`config.mk`:
```
export PLATFORM = sky130hd
export DESIGN_NAME = filtered_rect_insertion_sort
export DESIGN_NICKNAME = d
export VERILOG_FILES = /design/src/rtl/core/frs_pkg.sv /design/src/rtl/core/frs_cell.sv /design/src/rtl/core/filtered_rect_insertion_sort.sv
export SDC_FILE = /design/constraint.sdc
export NUM_CORES = 2
export LEC_CHECK = 0
export BUFFER_PORTS_ARGS = -buffer_cell sky130_fd_sc_hd__buf_2
export CAP_MARGIN = 10
export CORE_MARGIN = 2
export CORE_UTILIZATION = 45
export CTS_CLUSTER_SIZE = 20
export DETAILED_ROUTE_END_ITERATION = 7
export SLEW_MARGIN = 5
export SYNTH_ARGS = -nofsm -noshare
export SYNTH_HDL_FRONTEND = slang
export SYNTH_SLANG_ARGS = --single-unit
```
`constraint.sdc`:
```
create_clock -name clk -period 5.4 [get_ports clk]
set_input_delay 1.62 -clock clk [delete_from_list [all_inputs] [get_ports clk]]
set_output_delay 1.62 -clock clk [all_outputs]
set_load 0.005 [all_outputs]
```
`src/rtl/core/frs_pkg.sv`:
```
// Shared types and constants for the filtered rectangle insertion sorter.
// No dependencies; imported by frs_cell and filtered_rect_insertion_sort.
package frs_pkg;

    localparam int FIELD_W = 12;
    localparam int LIMIT_W = 13;
    localparam logic [LIMIT_W-1:0] LIMIT_RESET = 13'd675;

    // Per-cycle command broadcast to every cell of the chain
    typedef struct packed {
        logic load;   // insert the broadcast rectangle in sorted place
        logic drain;  // shift every entry one cell toward the head
    } frs_ctrl_t;

endpackage

```
`src/rtl/core/frs_cell.sv`:
```
// One cell of the sorting chain: holds one rectangle and its valid bit.
// Depends on frs_pkg for the control struct.
module frs_cell
    import frs_pkg::*;
#(
    parameter int W = 12
) (
    input  logic           clk,
    input  logic           rst_n,
    input  frs_ctrl_t      ctrl,
    input  logic [4*W-1:0] new_data,
    input  logic           prev_le,
    input  logic           prev_valid,
    input  logic [4*W-1:0] prev_data,
    input  logic           next_valid,
    input  logic [4*W-1:0] next_data,
    output logic           le,
    output logic           valid,
    output logic [4*W-1:0] data
);

    logic           valid_reg;
    logic           valid_next;
    logic [4*W-1:0] data_reg;
    logic [4*W-1:0] data_next;
    logic           keep;

    // Entry stays put when it is valid and not greater than the new key
    assign le   = valid_reg && (data_reg[4*W-1:3*W] <= new_data[4*W-1:3*W]);
    assign keep = le;

    // Choose between hold, take the new rectangle, shift right, shift left
    always_comb
    begin
        valid_next = valid_reg;
        data_next  = data_reg;
        if (ctrl.drain)
        begin
            valid_next = next_valid;
            data_next  = next_data;
        end
        else if (ctrl.load && !keep)
        begin
            if (prev_le)
            begin
                valid_next = 1'b1;
                data_next  = new_data;
            end
            else
            begin
                valid_next = prev_valid;
                data_next  = prev_data;
            end
        end
    end

    // Hold valid flag
    always_ff @(posedge clk or negedge rst_n)
    begin
        if (!rst_n)
            valid_reg <= 1'b0;
        else
            valid_reg <= valid_next;
    end

    // Hold payload
    always_ff @(posedge clk)
    begin
        data_reg <= data_next;
    end

    assign valid = valid_reg;
    assign data  = data_reg;

endmodule

```
`src/rtl/core/filtered_rect_insertion_sort.sv`:
```
// Latency: a rectangle is placed in the chain at the edge it is accepted.
// Throughput: one rectangle per cycle while loading; after the last rectangle
// the sorted run drains from the head cell one result per cycle while out_ready
// is high (one empty-set result if none kept); no input is taken in the drain.
// Reset: asynchronous, active low; chain empty, overflow clear, limit 675.
// Top level of the rectangle sorter; depends on frs_pkg and frs_cell.
module filtered_rect_insertion_sort
    import frs_pkg::*;
#(
    parameter int CAPACITY   = 32,
    parameter int COORD_BITS = 12
) (
    input  logic               clk,
    input  logic               rst_n,
    input  logic               cfg_wr_en,
    input  logic [LIMIT_W-1:0] cfg_wr_data,
    input  logic               in_valid,
    output logic               in_ready,
    input  logic [FIELD_W-1:0] rect_x,
    input  logic [FIELD_W-1:0] rect_y,
    input  logic [FIELD_W-1:0] rect_width,
    input  logic [FIELD_W-1:0] rect_height,
    input  logic               last_rect,
    output logic               out_valid,
    input  logic               out_ready,
    output logic [FIELD_W-1:0] out_x,
    output logic [FIELD_W-1:0] out_y,
    output logic [FIELD_W-1:0] out_width,
    output logic [FIELD_W-1:0] out_height,
    output logic               end_of_set,
    output logic               set_empty,
    output logic               overflowed
);

    localparam int W  = COORD_BITS;
    localparam int KB = (COORD_BITS < FIELD_W) ? COORD_BITS : FIELD_W;

    typedef enum logic [1:0] {S_LOAD, S_DRAIN, S_EMPTY} state_t;

    state_t             state_reg;
    state_t             state_next;
    logic [LIMIT_W-1:0] limit_reg;
    logic               ovf_reg;
    logic               ovf_next;
    frs_ctrl_t          ctrl;
    logic [4*W-1:0]     new_data;
    logic               in_fire;
    logic               out_fire;
    logic               pass;
    logic               full;

    logic [CAPACITY-1:0] le;
    logic [CAPACITY-1:0] valid;
    logic [4*W-1:0]      data [CAPACITY];

    // Mask incoming coordinates to the stored width
    assign new_data = {W'(rect_x[KB-1:0]), W'(rect_y[KB-1:0]),
                       W'(rect_width[KB-1:0]), W'(rect_height[KB-1:0])};

    assign in_ready = (state_reg == S_LOAD);
    assign out_valid = (state_reg != S_LOAD);
    assign in_fire  = in_valid && in_ready;
    assign out_fire = out_valid && out_ready;
    assign pass     = {1'b0, rect_width} < limit_reg;
    assign full     = valid[CAPACITY-1];

    assign ctrl.load  = in_fire && pass && !full;
    assign ctrl.drain = out_fire && (state_reg == S_DRAIN);

    // Build the chain of cells
    genvar i;
    generate
        for (i = 0; i < CAPACITY; i++)
        begin : g_cell
            logic           p_le;
            logic           p_valid;
            logic [4*W-1:0] p_data;
            logic           n_valid;
            logic [4*W-1:0] n_data;
            if (i == 0)
            begin : g_head
                assign p_le    = 1'b1;
                assign p_valid = 1'b1;
                assign p_data  = new_data;
            end
            else
            begin : g_body
                assign p_le    = le[i-1];
                assign p_valid = valid[i-1];
                assign p_data  = data[i-1];
            end
            if (i == CAPACITY - 1)
            begin : g_tail
                assign n_valid = 1'b0;
                assign n_data  = data[i];
            end
            else
            begin : g_inner
                assign n_valid = valid[i+1];
                assign n_data  = data[i+1];
            end
            frs_cell #(.W(W)) u_cell (
                .clk        (clk),
                .rst_n      (rst_n),
                .ctrl       (ctrl),
                .new_data   (new_data),
                .prev_le    (p_le),
                .prev_valid (p_valid),
                .prev_data  (p_data),
                .next_valid (n_valid),
                .next_data  (n_data),
                .le         (le[i]),
                .valid      (valid[i]),
                .data       (data[i])
            );
        end
    endgenerate

    // Sequence load, drain and empty report
    always_comb
    begin
        state_next = state_reg;
        ovf_next   = ovf_reg;
        case (state_reg)
            S_LOAD:
            begin
                if (in_fire)
                begin
                    if (pass && full)
                        ovf_next = 1'b1;
                    if (last_rect)
                        state_next = (valid[0] || ctrl.load) ? S_DRAIN : S_EMPTY;
                end
            end
            S_DRAIN, S_EMPTY:
            begin
                if (out_fire && end_of_set)
                begin
                    state_next = S_LOAD;
                    ovf_next   = 1'b0;
                end
            end
            default:
                state_next = S_LOAD;
        endcase
    end

    // Hold state, overflow flag and width limit
    always_ff @(posedge clk or negedge rst_n)
    begin
        if (!rst_n)
        begin
            state_reg <= S_LOAD;
            ovf_reg   <= 1'b0;
            limit_reg <= LIMIT_RESET;
        end
        else
        begin
            state_reg <= state_next;
            ovf_reg   <= ovf_next;
            if (cfg_wr_en)
                limit_reg <= cfg_wr_data;
        end
    end

    // Present the head cell, or zeros for an empty set
    assign set_empty  = (state_reg == S_EMPTY);
    assign end_of_set = set_empty || !valid[1];
    assign overflowed = ovf_reg;
    assign out_x      = set_empty ? '0 : FIELD_W'(data[0][3*W +: KB]);
    assign out_y      = set_empty ? '0 : FIELD_W'(data[0][2*W +: KB]);
    assign out_width  = set_empty ? '0 : FIELD_W'(data[0][W +: KB]);
    assign out_height = set_empty ? '0 : FIELD_W'(data[0][0 +: KB]);

endmodule

```
# Yosys cells after proc, flatten, opt, wreduce, memory -nomap -nowiden
# Index checks and enable logic that the tools add are counted.
[word_totals]
ff_bits = 1584
out_inout_bits = 53
wordCells = 454
[op_classes]
reduce_logical = 146
n_eq_ne = 6
magnitude_cmp = 33
mux = 201
bitwise_logic = 1
[op_table]
columns = ["operator", "n"]
rows = [
  ["two-way mux 48 bit", 93],
  ["less-or-equal comparator 12 bit", 32],
  ["two-way mux 1 bit", 98],
  ["logical AND 1 bit", 71],
  ["nonzero test 2 bit", 34],
  ["two-way mux 12 bit", 4],
  ["logical NOT 1 bit", 34],
  ["less-than comparator 12 x 13 -> 1 bit", 1],
  ["two-way mux 2 bit", 4],
  ["inequality test 2 x 1 -> 1 bit (second input constant)", 3],
  ["case mux 2 bit (2 select lines)", 1],
  ["AND reduction 4 bit", 1],
  ["AND reduction 3 bit", 1],
  ["equality test 2 x 1 -> 1 bit (second input constant)", 1],
  ["equality test 2 bit (second input constant)", 1],
  ["logical NOT 2 bit", 1],
  ["logical OR 1 bit", 2],
  ["inequality test 2 bit (second input constant)", 1],
  ["case mux 1 bit (2 select lines)", 1],
  ["AND reduction 2 bit", 1],
  ["OR reduction 2 bit", 1],
  ["NOT 1 bit", 1],
]

# Logic depth before layout (Yosys ltp)
[logic_depth]
depth_word = 9
depth_mapped = 14
ltp_nobuf = 11

# By module
# From an unflattened synthesis, not the netlist that was laid out.
[unflattened]
cells_unflattened = 8708
hier_area_um2 = 93106.8
[by_module_without_submodules]
columns = ["mod", "area_each_um2", "cells_per_inst", "instances"]
rows = [
  ["frs_cell (g_cell[21].u_cell ...)", 2860.2, 267, 19],
  ["frs_cell (g_cell[0].u_cell ...)", 2879.0, 267, 12],
  ["frs_cell (g_cell[13].u_cell)", 2875.3, 267, 1],
  ["filtered_rect_insertion_sort", 1338.8, 164, 1],
]

# Worst setup path before layout
# No wires, ideal clock.
[synth_path]
kind = "input port to flip-flop"
from = "in rect_x[1]"
to = "reg g_cell[19].u_cell.data_reg[0] (enable)"
arrival_ns = 7.536
required_time_ns = 4.880
path_buffers = 5
setup_slack_ns = -2.656
stages = 13
cell_sequence = "clkbuf_1 clkbuf_1 inv_1 ha_1 nor2b_1 o211ai_1 a211o_1 a31oi_1 nor2b_1 clkbuf_1 buf_4 buf_4 o21ai_0"
[synth_via]
elab_chain_cells = 5
[synth_rtl]
columns = ["item", "line_no", "text"]
rows = [
  ["start, declared", "filtered_rect_insertion_sort.sv:19", "input logic [FIELD_W-1:0] rect_x,"],
  ["less-or-equal comparator 12 bit", "frs_cell.sv:29", "assign le = valid_reg && (data_reg[4*W-1:3*W] <= new_data[4*W-1:3*W]);"],
  ["logical AND 1 bit", "frs_cell.sv:29", ""],
  ["logical NOT 1 bit", "frs_cell.sv:42", "else if (ctrl.load && !keep)"],
  ["logical AND 1 bit", "frs_cell.sv:42", ""],
  ["nonzero test 2 bit (no line)", "n/a", ""],
  ["end signal, assigned", "frs_cell.sv:69", "data_reg <= data_next;"],
  ["end, declared", "frs_cell.sv:24", "logic [4*W-1:0] data_reg;"],
]
# No other way between the ends.
# A chain may end at the register's enable or synchronous reset.

# Worst setup path in the final report
[layout_path]
from = "reg state_reg[0]"
to = "out out_y[6]"
[layout_via]
elab_chain_cells = 2
[layout_rtl]
columns = ["item", "line_no", "text"]
rows = [
  ["start, declared", "filtered_rect_insertion_sort.sv:40", "state_t state_reg;"],
  ["start signal, assigned", "filtered_rect_insertion_sort.sv:159", "state_reg <= state_next;"],
  ["equality test 2 bit", "filtered_rect_insertion_sort.sv:167", "assign set_empty = (state_reg == S_EMPTY);"],
  ["two-way mux 12 bit", "filtered_rect_insertion_sort.sv:171", "assign out_y = set_empty ? '0 : FIELD_W'(data[0][2*W +: KB]);"],
  ["end, declared", "filtered_rect_insertion_sort.sv:27", "output logic [FIELD_W-1:0] out_y,"],
]
# No other way between the ends.

==> impl_results.md <==
- Resized Gates After CTS: 0
- WP data required: about 3.8 ns
- Post-Syn Area: roughly 0.09 mm2
- Post-route insts no fill: about 11k
- Syn-to-layout area delta: 10.4%
- Worst-path cell chain: inv_1 -> ha_2 -> nor2b_1 -> buf_2
- Layout fillers: roughly 18k
- Yosys Warn Count: 0
- Largest net degree at the start of global routing: around 170
- Area after DPL: between 0.09 and 0.1 mm2
- Die area: roughly 0.2 mm2
- Slew Limit Fails: 0
- Critical Path Source: state_reg[0]
- CTS Buffer Depth: 3
- Vias in the first global route: between 70k and 80k
- Worst setup endpoint: out_y[6]
- Setup ws final: ~0.89 ns
- Final setup vio count: 0
- Flop pwr share: 0.404
- Routed Antenna Nets: 0
- Setup WS pre-CTS: 0.264 ns
- Worst hold path class: flop to flop
- Hold Path Cell Cnt: 2
- Most common cell after layout, fill and taps aside: edfxtp_1
- Post-synthesis sequential area ratio: 0.526
- First-pass GRT wire length: roughly 430000 um
- Grt total ovfl: 0
- Post-DP HPWL: about 190000 um
- Avg Inst Size Synth: 10.6 um2
- Max reg flops: around 1.5k
- Reg2reg start: limit_reg[9]
- Leakage Power: 0.0330 uW
- Gr usage total: 0.271
- Most frequent cells in the layout: edfxtp_1, nand2_1, o21ai_0
- # rows: 164
- Synth area leaders: edfxtp_1, mux2i_1, nand2_1
- Status: completed
- EDFF count, synth: between 1.5k and 2k
- Post-Syn Nets: 8921
- Max Cap Viol: 0
- Crit Path Category: flop to output pin
- CP Capture Type: output pin
- Layout cells sized above 1: 0.128
- # DRC: 0
- Die width: 451 um
- Mapped Cells: between 8k and 9k
- Worst-Margin Slew: 1.31 ns
- Final Wtd Congestion: about 0.9
- Slowest CP cell: nor2b_1
- Post-CTS Hold Fix Bufs: 0
- DR iter-0 viols: 7377
- Placed insts: approximately 11k
- Yosys top cell by area: edfxtp_1
- Synth top area share: 0.513
- Pint: roughly 30000 uW
- Part of the power in combinational logic: 0.348
- Worst skew pair latency: about 0.82 ns
- Critical path data arrival time: 2.89 ns
- Crit-path max cell delay: about 1 ns
- Core ar.: approximately 0.20 mm2
- Asr flop ratio synth: 0.0303
- Clk slew on worst S/H paths: roughly 0.06 ns
- Top_reg_cell synth: edfxtp_1
- FMAX: between 200 and 250 MHz
- Clk network pwr share: 0.248
- Initial antenna violation count: 10
- #FFs+latches synth: 1584
- Net Sw Frac: 0.353
- PortBufs: around 120
- IO Pins: 120
- Switching pwr: 16600 uW
- Relative slew slack: 0.126
- R2r endpoint: g_cell[23].u_cell.data[37]
- H-tree Lvls: 4
- Yosys cell types: 64
- Final instance area: between 0.09 and 0.1 mm2
- Clock sink count: approximately 1.6k
- Post-DR vias/cell: ~6.4
- Drt first pass iters: 6
- Crit path max fanout: 7
- Root buffer cell: clkbuf_16
- Avg WL per Cell: 25.6 um
- Util after Layout: 0.498
- Initial core utilization: 0.451
- Die Ht: 451 um
- Worst IR Drop VDD: 0.371 mV
- Worst clock skew: about 0.025 ns
- CTS tree: built
- Power density over the cells: 475 mW/mm2
- Post-Route WL: ~280000 um
- Worst setup SP type: flop
- Clock buffer count from CTS: between 150 and 200
- R2r worst-path depth: 10
- Internal reg-to-reg setup slack: approximately 1.5 ns
- Min Clock Period, post-route: ~4.5 ns
- Fin. Hold Viols: 0
- Vias: about 71k
- Setup bufs post-CTS: 0
- RSZ-0062 raised after global routing: false
- Final #Nets: ~8.7k
- Tcrit/Tclk final: 0.836
==> area by class of cell <==
cell class / instances / area, um2 / area share
Antenna cell: 22 / 55.1 / 0.000554
Clock buffer: 232 / 4710 / 0.0474
Clock inverter: 72 / 662 / 0.00666
Inverter: 84 / 332 / 0.00334
Multi-Input combinational cell: 5967 / 39100 / 0.394
Sequential cell: 1584 / 47300 / 0.477
Tap cell: 2656 / 3320 / 0.0335
Timing Repair Buffer: 405 / 3760 / 0.0378
==> cells by family (layout without fill, tap and decap cells) <==
family / Yosys count / in the layout / share of synthesized area
flops: 1584 / 1584 / 0.526
compound gates: 2672 / 2672 / 0.194
fa+ha+maj: 386 / 386 / 0.0537
other cells: 0 / 22 / 0
mux: 628 / 628 / 0.0706
buf+inv: 917 / 793 / 0.0469
simple gates: 2281 / 2281 / 0.108
==> power by group through the flow <==
stage / Combinational, uW / Clock (uW) / Sequential [uW]
2_1_floorplan: 11900 / 0 / 18500
3_3_place_gp: 15700 / 0 / 19300
3_5_place_dp: 16200 / 0 / 19300
4_1_cts: 16200 / 11900 / 19000
5_1_grt: 17900 / 12300 / 19300
6_report: 16400 / 11700 / 19100
==> metal layers <==
layer | track usage | share of wire | wire (um)
met5 | 0 | 0.00011 | 31
met4 | 0.0923 | 0.035 | 9880
met3 | 0.0351 | 0.062 | 17500
met2 | 0.454 | 0.48 | 136000
met1 | 0.362 | 0.42 | 119000
==> worst min path at each step <==
stage | from | endpoint | slack [ns]
after detailed placement | limit_reg[5] | limit_reg[5] | 0.49
after floorplan | limit_reg[5] | limit_reg[5] | 0.46
after global placement | limit_reg[5] | limit_reg[5] | 0.48
after global routing | g_cell[20].u_cell.valid | g_cell[21].u_cell.valid | 0.54
final | limit_reg[5] | limit_reg[5] | 0.50
after CTS | limit_reg[5] | limit_reg[5] | 0.50
==> critical path, delay by kind of cell (launching register included) <==
family	cells	cell delay [ns]
simple gates	1	1.03
fa+ha+maj	1	0.28
buf+inv	2	0.41
flops	1	0.36
==> synth_stat cells (18+ instances only) <==
cell	instances
nor3_1	28
buf_2	283
mux2_2	50
o221a_2	266
clkbuf_1	462
ha_1	386
nor2_1	288
nand2_1	1385
dfrtp_1	43
inv_1	82
o22ai_1	517
nor2b_1	92
nand4_1	86
nand3_1	307
o21ai_1	41
a21o_1	40
a21oi_1	400
mux2i_1	578
buf_6	22
a31oi_1	24
o221ai_1	18
o21ai_0	892
o211ai_1	310
buf_4	48
o221a_1	64
edfxtp_1	1536
nand2b_1	55
==> metrics by stage <==
step | hold slack [ns] | total power [uW] | setup TNS [ns]
final | 0.501 | 47200 | 0
after global placement | 0.483 | 35000 | 0
after detailed placement | 0.493 | 35500 | 0
after CTS | 0.501 | 47200 | 0
after global routing | 0.539 | 49400 | 0
after floorplan | 0.463 | 30500 | -60.55
Power figures use the tool's default switching activity.
